[src/rtl/sff_pkg.sv]
// shared types and constants of the two-level spill fifo
// no dependencies; imported by every module of the block
package sff_pkg;

	// word and store geometry
	localparam int WORD_W      = 32;
	localparam int INNER_DEPTH = 16;
	localparam int OUTER_DEPTH = 1024;
	localparam int IIW         = (INNER_DEPTH > 1) ? $clog2(INNER_DEPTH) : 1;
	localparam int ICW         = $clog2(INNER_DEPTH + 1);
	localparam int OIW         = (OUTER_DEPTH > 1) ? $clog2(OUTER_DEPTH) : 1;
	localparam int OCW         = $clog2(OUTER_DEPTH + 1);

	// command queue between front and back
	localparam int CMD_DEPTH = 2;
	localparam int CPW       = (CMD_DEPTH > 1) ? $clog2(CMD_DEPTH) : 1;
	localparam int CCW       = $clog2(CMD_DEPTH + 1);

	// configuration port
	localparam int CFG_IDX_W  = 2;
	localparam int CFG_DATA_W = 11;
	localparam int ILIM_W     = 5;
	localparam int ELIM_W     = 11;
	localparam logic [CFG_IDX_W-1:0] CFG_INTERNAL_LIMIT = 2'd0;
	localparam logic [CFG_IDX_W-1:0] CFG_EXTERNAL_LIMIT = 2'd1;
	localparam logic [ILIM_W-1:0]    INT_LIMIT_RST      = 5'd16;
	localparam logic [ELIM_W-1:0]    EXT_LIMIT_RST      = 11'd1024;

	// operation codes
	localparam logic OP_PUSH = 1'b0;
	localparam logic OP_POP  = 1'b1;

	// result status codes
	localparam logic [1:0] ST_PUSHED = 2'd0;
	localparam logic [1:0] ST_POPPED = 2'd1;
	localparam logic [1:0] ST_EMPTY  = 2'd2;
	localparam logic [1:0] ST_FULL   = 2'd3;

	// word returned by a pop on an empty fifo
	localparam logic signed [WORD_W-1:0] EMPTY_WORD = -32'sd1;

	typedef struct packed {
		logic                     op;
		logic signed [WORD_W-1:0] data;
	} cmd_t;

endpackage

[src/rtl/sff_front.sv]
// front end: accepts input words, decodes the operation, queues commands
// depends on sff_pkg
module sff_front (
	input  logic                       clk,
	input  logic                       arst_n,
	input  logic                       in_valid,
	output logic                       in_ready,
	input  logic                       mode,
	input  logic signed [31:0]         data_in,
	output logic                       cmd_valid,
	input  logic                       cmd_ready,
	output sff_pkg::cmd_t              cmd
);
	import sff_pkg::*;

	cmd_t            cmd_mem_q [CMD_DEPTH];
	logic [CPW-1:0]  wr_ptr_q;
	logic [CPW-1:0]  rd_ptr_q;
	logic [CCW-1:0]  fill_q;
	logic            push;
	logic            pop;
	cmd_t            cmd_in;

	// classify the incoming word
	always_comb begin
		cmd_in.op   = mode ? OP_POP : OP_PUSH;
		cmd_in.data = data_in;
	end

	assign in_ready  = (fill_q != CCW'(CMD_DEPTH));
	assign cmd_valid = (fill_q != '0);
	assign cmd       = cmd_mem_q[rd_ptr_q];
	assign push      = in_valid && in_ready;
	assign pop       = cmd_valid && cmd_ready;

	// queue storage
	always_ff @(posedge clk) begin
		if (push) begin
			cmd_mem_q[wr_ptr_q] <= cmd_in;
		end
	end

	// queue pointers and fill
	always_ff @(posedge clk or negedge arst_n) begin
		if (!arst_n) begin
			wr_ptr_q <= '0;
			rd_ptr_q <= '0;
			fill_q   <= '0;
		end else begin
			if (push) begin
				wr_ptr_q <= (wr_ptr_q == CPW'(CMD_DEPTH - 1)) ? '0 : wr_ptr_q + CPW'(1);
			end
			if (pop) begin
				rd_ptr_q <= (rd_ptr_q == CPW'(CMD_DEPTH - 1)) ? '0 : rd_ptr_q + CPW'(1);
			end
			if (push && !pop) begin
				fill_q <= fill_q + CCW'(1);
			end else if (pop && !push) begin
				fill_q <= fill_q - CCW'(1);
			end
		end
	end

endmodule

[config.mk]
export PLATFORM = sky130hd
export DESIGN_NAME = sff_front
export DESIGN_NICKNAME = d
export VERILOG_FILES = /design/src/rtl/sff_pkg.sv /design/src/rtl/sff_front.sv
export SDC_FILE = /design/constraint.sdc
export NUM_CORES = 1
export LEC_CHECK = 0
export ABC_CLOCK_PERIOD_IN_PS = 4400
export BUFFER_PORTS_ARGS = -buffer_cell sky130_fd_sc_hd__buf_4
export CAP_MARGIN = 10
export CORE_MARGIN = 1
export CORE_UTILIZATION = 31
export DETAILED_ROUTE_END_ITERATION = 8
export PLACE_DENSITY_LB_ADDON = 0.08
export SLEW_MARGIN = 20
export SYNTH_ARGS = -nofsm -noshare
export SYNTH_HDL_FRONTEND = slang
export SYNTH_SLANG_ARGS = --single-unit
[constraint.sdc]
create_clock -name clk -period 4.4 [get_ports clk]
set_input_delay 0.88 -clock clk [delete_from_list [all_inputs] [get_ports clk]]
set_output_delay 0.88 -clock clk [all_outputs]
set_load 0.005 [all_outputs]
==> impl.org <==
** STA
- Between clock sinks in the finished design, the worst skew comes to 4.82 ps.
- Period minus WS final :: 2630 ps
- The max-slew violation total from the final report is 0.
- For the pin with the worst max-slew slack, the measured transition is 1040 ps.
- Aggregate negative setup slack :: 0 ps
- Slack of the critical path :: 1770 ps
- Period Utilization, post-route :: 59.8%
- Setup violations remaining at the end of the flow were counted as 0.
- In this run the tightest slew margin relative to its limit is 30.7%.
- Setup repair after global routing left no endpoint under its margin.
- Final number of hold-violating endpoints :: 0
- Fmax achieved :: 380 MHz

** Routing
- Final ANT Viol Nets :: 0
- In the routed layout, each cell is associated on average with a via count of 4.30.
- In the routed design, unresolved DRC markers number 0.
- The final route contains 1,329 vias.
- After detailed routing, the average wire length per cell comes to 14.8 um.
- DRC marker count from the first detailed-route iteration :: 47
- Before antenna repair, the detailed router went through 3 iterations.
- The routed design has 4560 um of wire.

** Finish
- Compared with the post-synthesis result, the final layout area differs by 28.8%.
- Final-stage net count :: 237
- 0 antenna diodes ended up in the layout.
- Core utilization of the finished layout :: 41.9%
- The post-route netlist has 58.8% of its cells at a drive strength greater than 1.

** Pwr
- P per Cell Area :: 626 nW/um^2
- Internal portion of total power :: 1.61 mW
- Switching power :: 585 uW
- Net Sw Frac :: 26.6%
- The share of total power dissipated in the clock network is 21.6%.
- Leak pwr :: 1.40 nW
- The worst-case IR drop observed on VDD is 360 uV.
- Sequential power share :: 47.8%
- Of the total power, combinational logic draws 30.6%.

** Global routing
- The total overflow left after global routing is 0.
- Met3 Resource Use GR :: 2.84%
- After global routing, the most crowded layer is met2.
- Antenna violations before repair :: 0
- The number of global-route vias before repair is 1,482.
- Wire length of the first global-routing pass :: 6970 um
- Global Route met1 Usage :: 11.8%
- Entering global routing, the biggest net connects 35 pins.
- In the global route stage, met2 resource usage came out at 18.3%.
- Global routing usage summed across all routing layers :: 10.8%

** Synthesis
- The share of the Yosys chip area taken by registers is 76.3%.
- Synthesis inferred 70 register bits.
- Synth Instances :: 121
- Synthesized netlist net count :: 159
- The number of different library cells used by synthesis comes to 15.
- The Yosys step of the flow raised 0 warnings.
- Average cell area after synthesis :: 22.5 sq um
- After synthesis the cells add up to 2730 sq um.

** Die
- Effective utilization at floorplan :: 32.5%
- The floorplan step defined a die boundary enclosing 9180 sq um.
- Chip Height :: 95.8 um
- In this run the standard cell core region covers 8380 sq um.
- Pin placement for this block handled 72 I/O pins.
- Rows :: 33
- The floorplan step set the die width to 95.8 um.

** Worst setup path
- Data arrives at the worst endpoint at 1750 ps.
- Data on the critical path is required at its endpoint by 3520 ps.
- The startpoint identified for the worst register-to-register timing path is fill_q[0].
- Startpoint types :: flip-flop
- Crit path from :: rd_ptr_q
- Sort of element at the end of the critical path :: output pin
- The setup check on the worst reg-to-reg path leaves a slack of 2500 ps.
- Terminus of the critical flop-to-flop path :: cmd_mem_q[0][16]
- The setup path with the least slack is of type reg2out.
- Of all nets on the critical path, the largest fanout is 34.
- Cells on worst reg2reg path :: 3

** Place
- Total half-perimeter wirelength after legalization and detailed placement :: 2860 um
- IO Port Bufs :: 71
- OpenSTA, run right after detailed placement, puts the worst setup slack at 1830 ps.
- At the end of routability-driven placement, the weighted congestion stood at 0.619.

** Clocking
- In this run, post-CTS hold repair placed 0 buffers.
- Gates resized during post-CTS repair numbered 0.
- Maximum level of the CTS H-tree :: 3
- TritonCTS built the clock tree.
- Root buffer selected by CTS :: sky130_fd_sc_hd__clkbuf_8
- Post-CTS setup buffer count :: 0
- The clock drives 70 sinks.
- Number of buffers created by CTS :: 9
- Worst-skew pair later-pin latency :: 330 ps
- Clock-pin slew was measured on the worst setup and hold paths at 70 ps.
- Largest buffer count on any clock path :: 2

** Status
- The run finished with clean final reports.

** Run
- Max-cap violations in this run came to 0.

** Worst hold path
- The path class of the tightest hold or removal check is in2async.
critical path, stage by stage (launching register included):
cell                      delay [ps]
sky130_fd_sc_hd__dfrtp_4         840
sky130_fd_sc_hd__mux2_2          410
sky130_fd_sc_hd__buf_4           140
state kept, by name, indices dropped and copies added, names as in the netlist:
register   flops
fill_q         2
rd_ptr_q       1
cmd_mem_q     66
wr_ptr_q       1
how the worst max path moves through the flow:
stage | slack, ps | endpoint
floorplan | 1610 | cmd_mem_q[0][0]
global placement | 1890 | cmd[19]
detailed placement | 1830 | cmd[19]
CTS | 1460 | cmd[19]
global route | 1700 | cmd[19]
finish | 1770 | cmd[19]
cell type report:
class / count / area [sq um]
Fill cell: 762 / 4870
Tap cell: 105 / 131
Inverter: 1 / 3.75
Sequential cell: 70 / 2090
Timing Repair Buffer: 71 / 533
Clock buffer: 10 / 128
Multi-Input combinational cell: 46 / 579
Clock inverter: 6 / 52.6
cells in the mapped netlist:
library cell	number	share of area (%)
sky130_fd_sc_hd__and3_1	1	0.23
sky130_fd_sc_hd__xor2_1	2	0.64
sky130_fd_sc_hd__ha_1	1	0.46
sky130_fd_sc_hd__edfxtp_1	66	73
sky130_fd_sc_hd__mux2_4	29	16
sky130_fd_sc_hd__or2_1	1	0.23
sky130_fd_sc_hd__mux2_2	4	1.7
sky130_fd_sc_hd__nand2b_1	1	0.23
sky130_fd_sc_hd__dfrtp_1	4	3.7
sky130_fd_sc_hd__xnor2_1	3	0.96
sky130_fd_sc_hd__buf_12	3	2.2
sky130_fd_sc_hd__nor2_1	2	0.28
sky130_fd_sc_hd__buf_6	1	0.41
sky130_fd_sc_hd__inv_1	1	0.14
sky130_fd_sc_hd__nand2_1	2	0.28
layer usage:
metal	vias up	share of wire (%)
met5	-	0
met4	0	1.8
met3	8	5.2
met2	40	52
met1	661	40
li1	620	-
cell usage in the layout, fill, tap and decap left out, types with 2 or more instances in the layout:
cell type | Yosys | final
sky130_fd_sc_hd__clkinv_2 | 0 | 3
sky130_fd_sc_hd__clkinv_1 | 0 | 2
sky130_fd_sc_hd__mux2_2 | 4 | 4
sky130_fd_sc_hd__buf_4 | 0 | 71
sky130_fd_sc_hd__edfxtp_1 | 66 | 66
sky130_fd_sc_hd__dfrtp_1 | 4 | 3
sky130_fd_sc_hd__clkbuf_8 | 0 | 9
sky130_fd_sc_hd__xor2_1 | 2 | 2
sky130_fd_sc_hd__xnor2_1 | 3 | 3
sky130_fd_sc_hd__mux2_4 | 29 | 29
sky130_fd_sc_hd__nand2_1 | 2 | 2
power groups by stage:
stage / clock, mW / combinational [mW] / sequential (mW)
2_1_floorplan: 0 / 0.515 / 0.966
3_3_place_gp: 0 / 0.683 / 1.06
3_5_place_dp: 0 / 0.696 / 1.07
4_1_cts: 0.494 / 0.700 / 1.05
5_1_grt: 0.522 / 0.729 / 1.08
6_report: 0.475 / 0.672 / 1.05
kinds of logic (layout without fill, tap and decap cells):
group | count (synthesis) | after routing | synth area share [%]
adder cells (fa/ha/maj) | 1 | 1 | 0.459
buffers and inverters | 5 | 88 | 2.75
flip-flops | 70 | 70 | 76.3
AND/OR/NAND/NOR | 7 | 7 | 1.24
multiplexers | 33 | 33 | 17.6
XOR/XNOR | 5 | 5 | 1.61
stage by stage:
stage / hold WS, ps / instance area (sq um) / power [mW] / instances
5_1_grt: 317 / 3510 / 2.33 / 309
3_5_place_dp: 480 / 3330 / 1.76 / 293
3_3_place_gp: 476 / 3330 / 1.74 / 293
6_report: 337 / 3510 / 2.20 / 309
4_1_cts: 318 / 3510 / 2.25 / 309
2_1_floorplan: 456 / 2730 / 1.48 / 121
No activity file was read; power rests on OpenSTA's default activity.
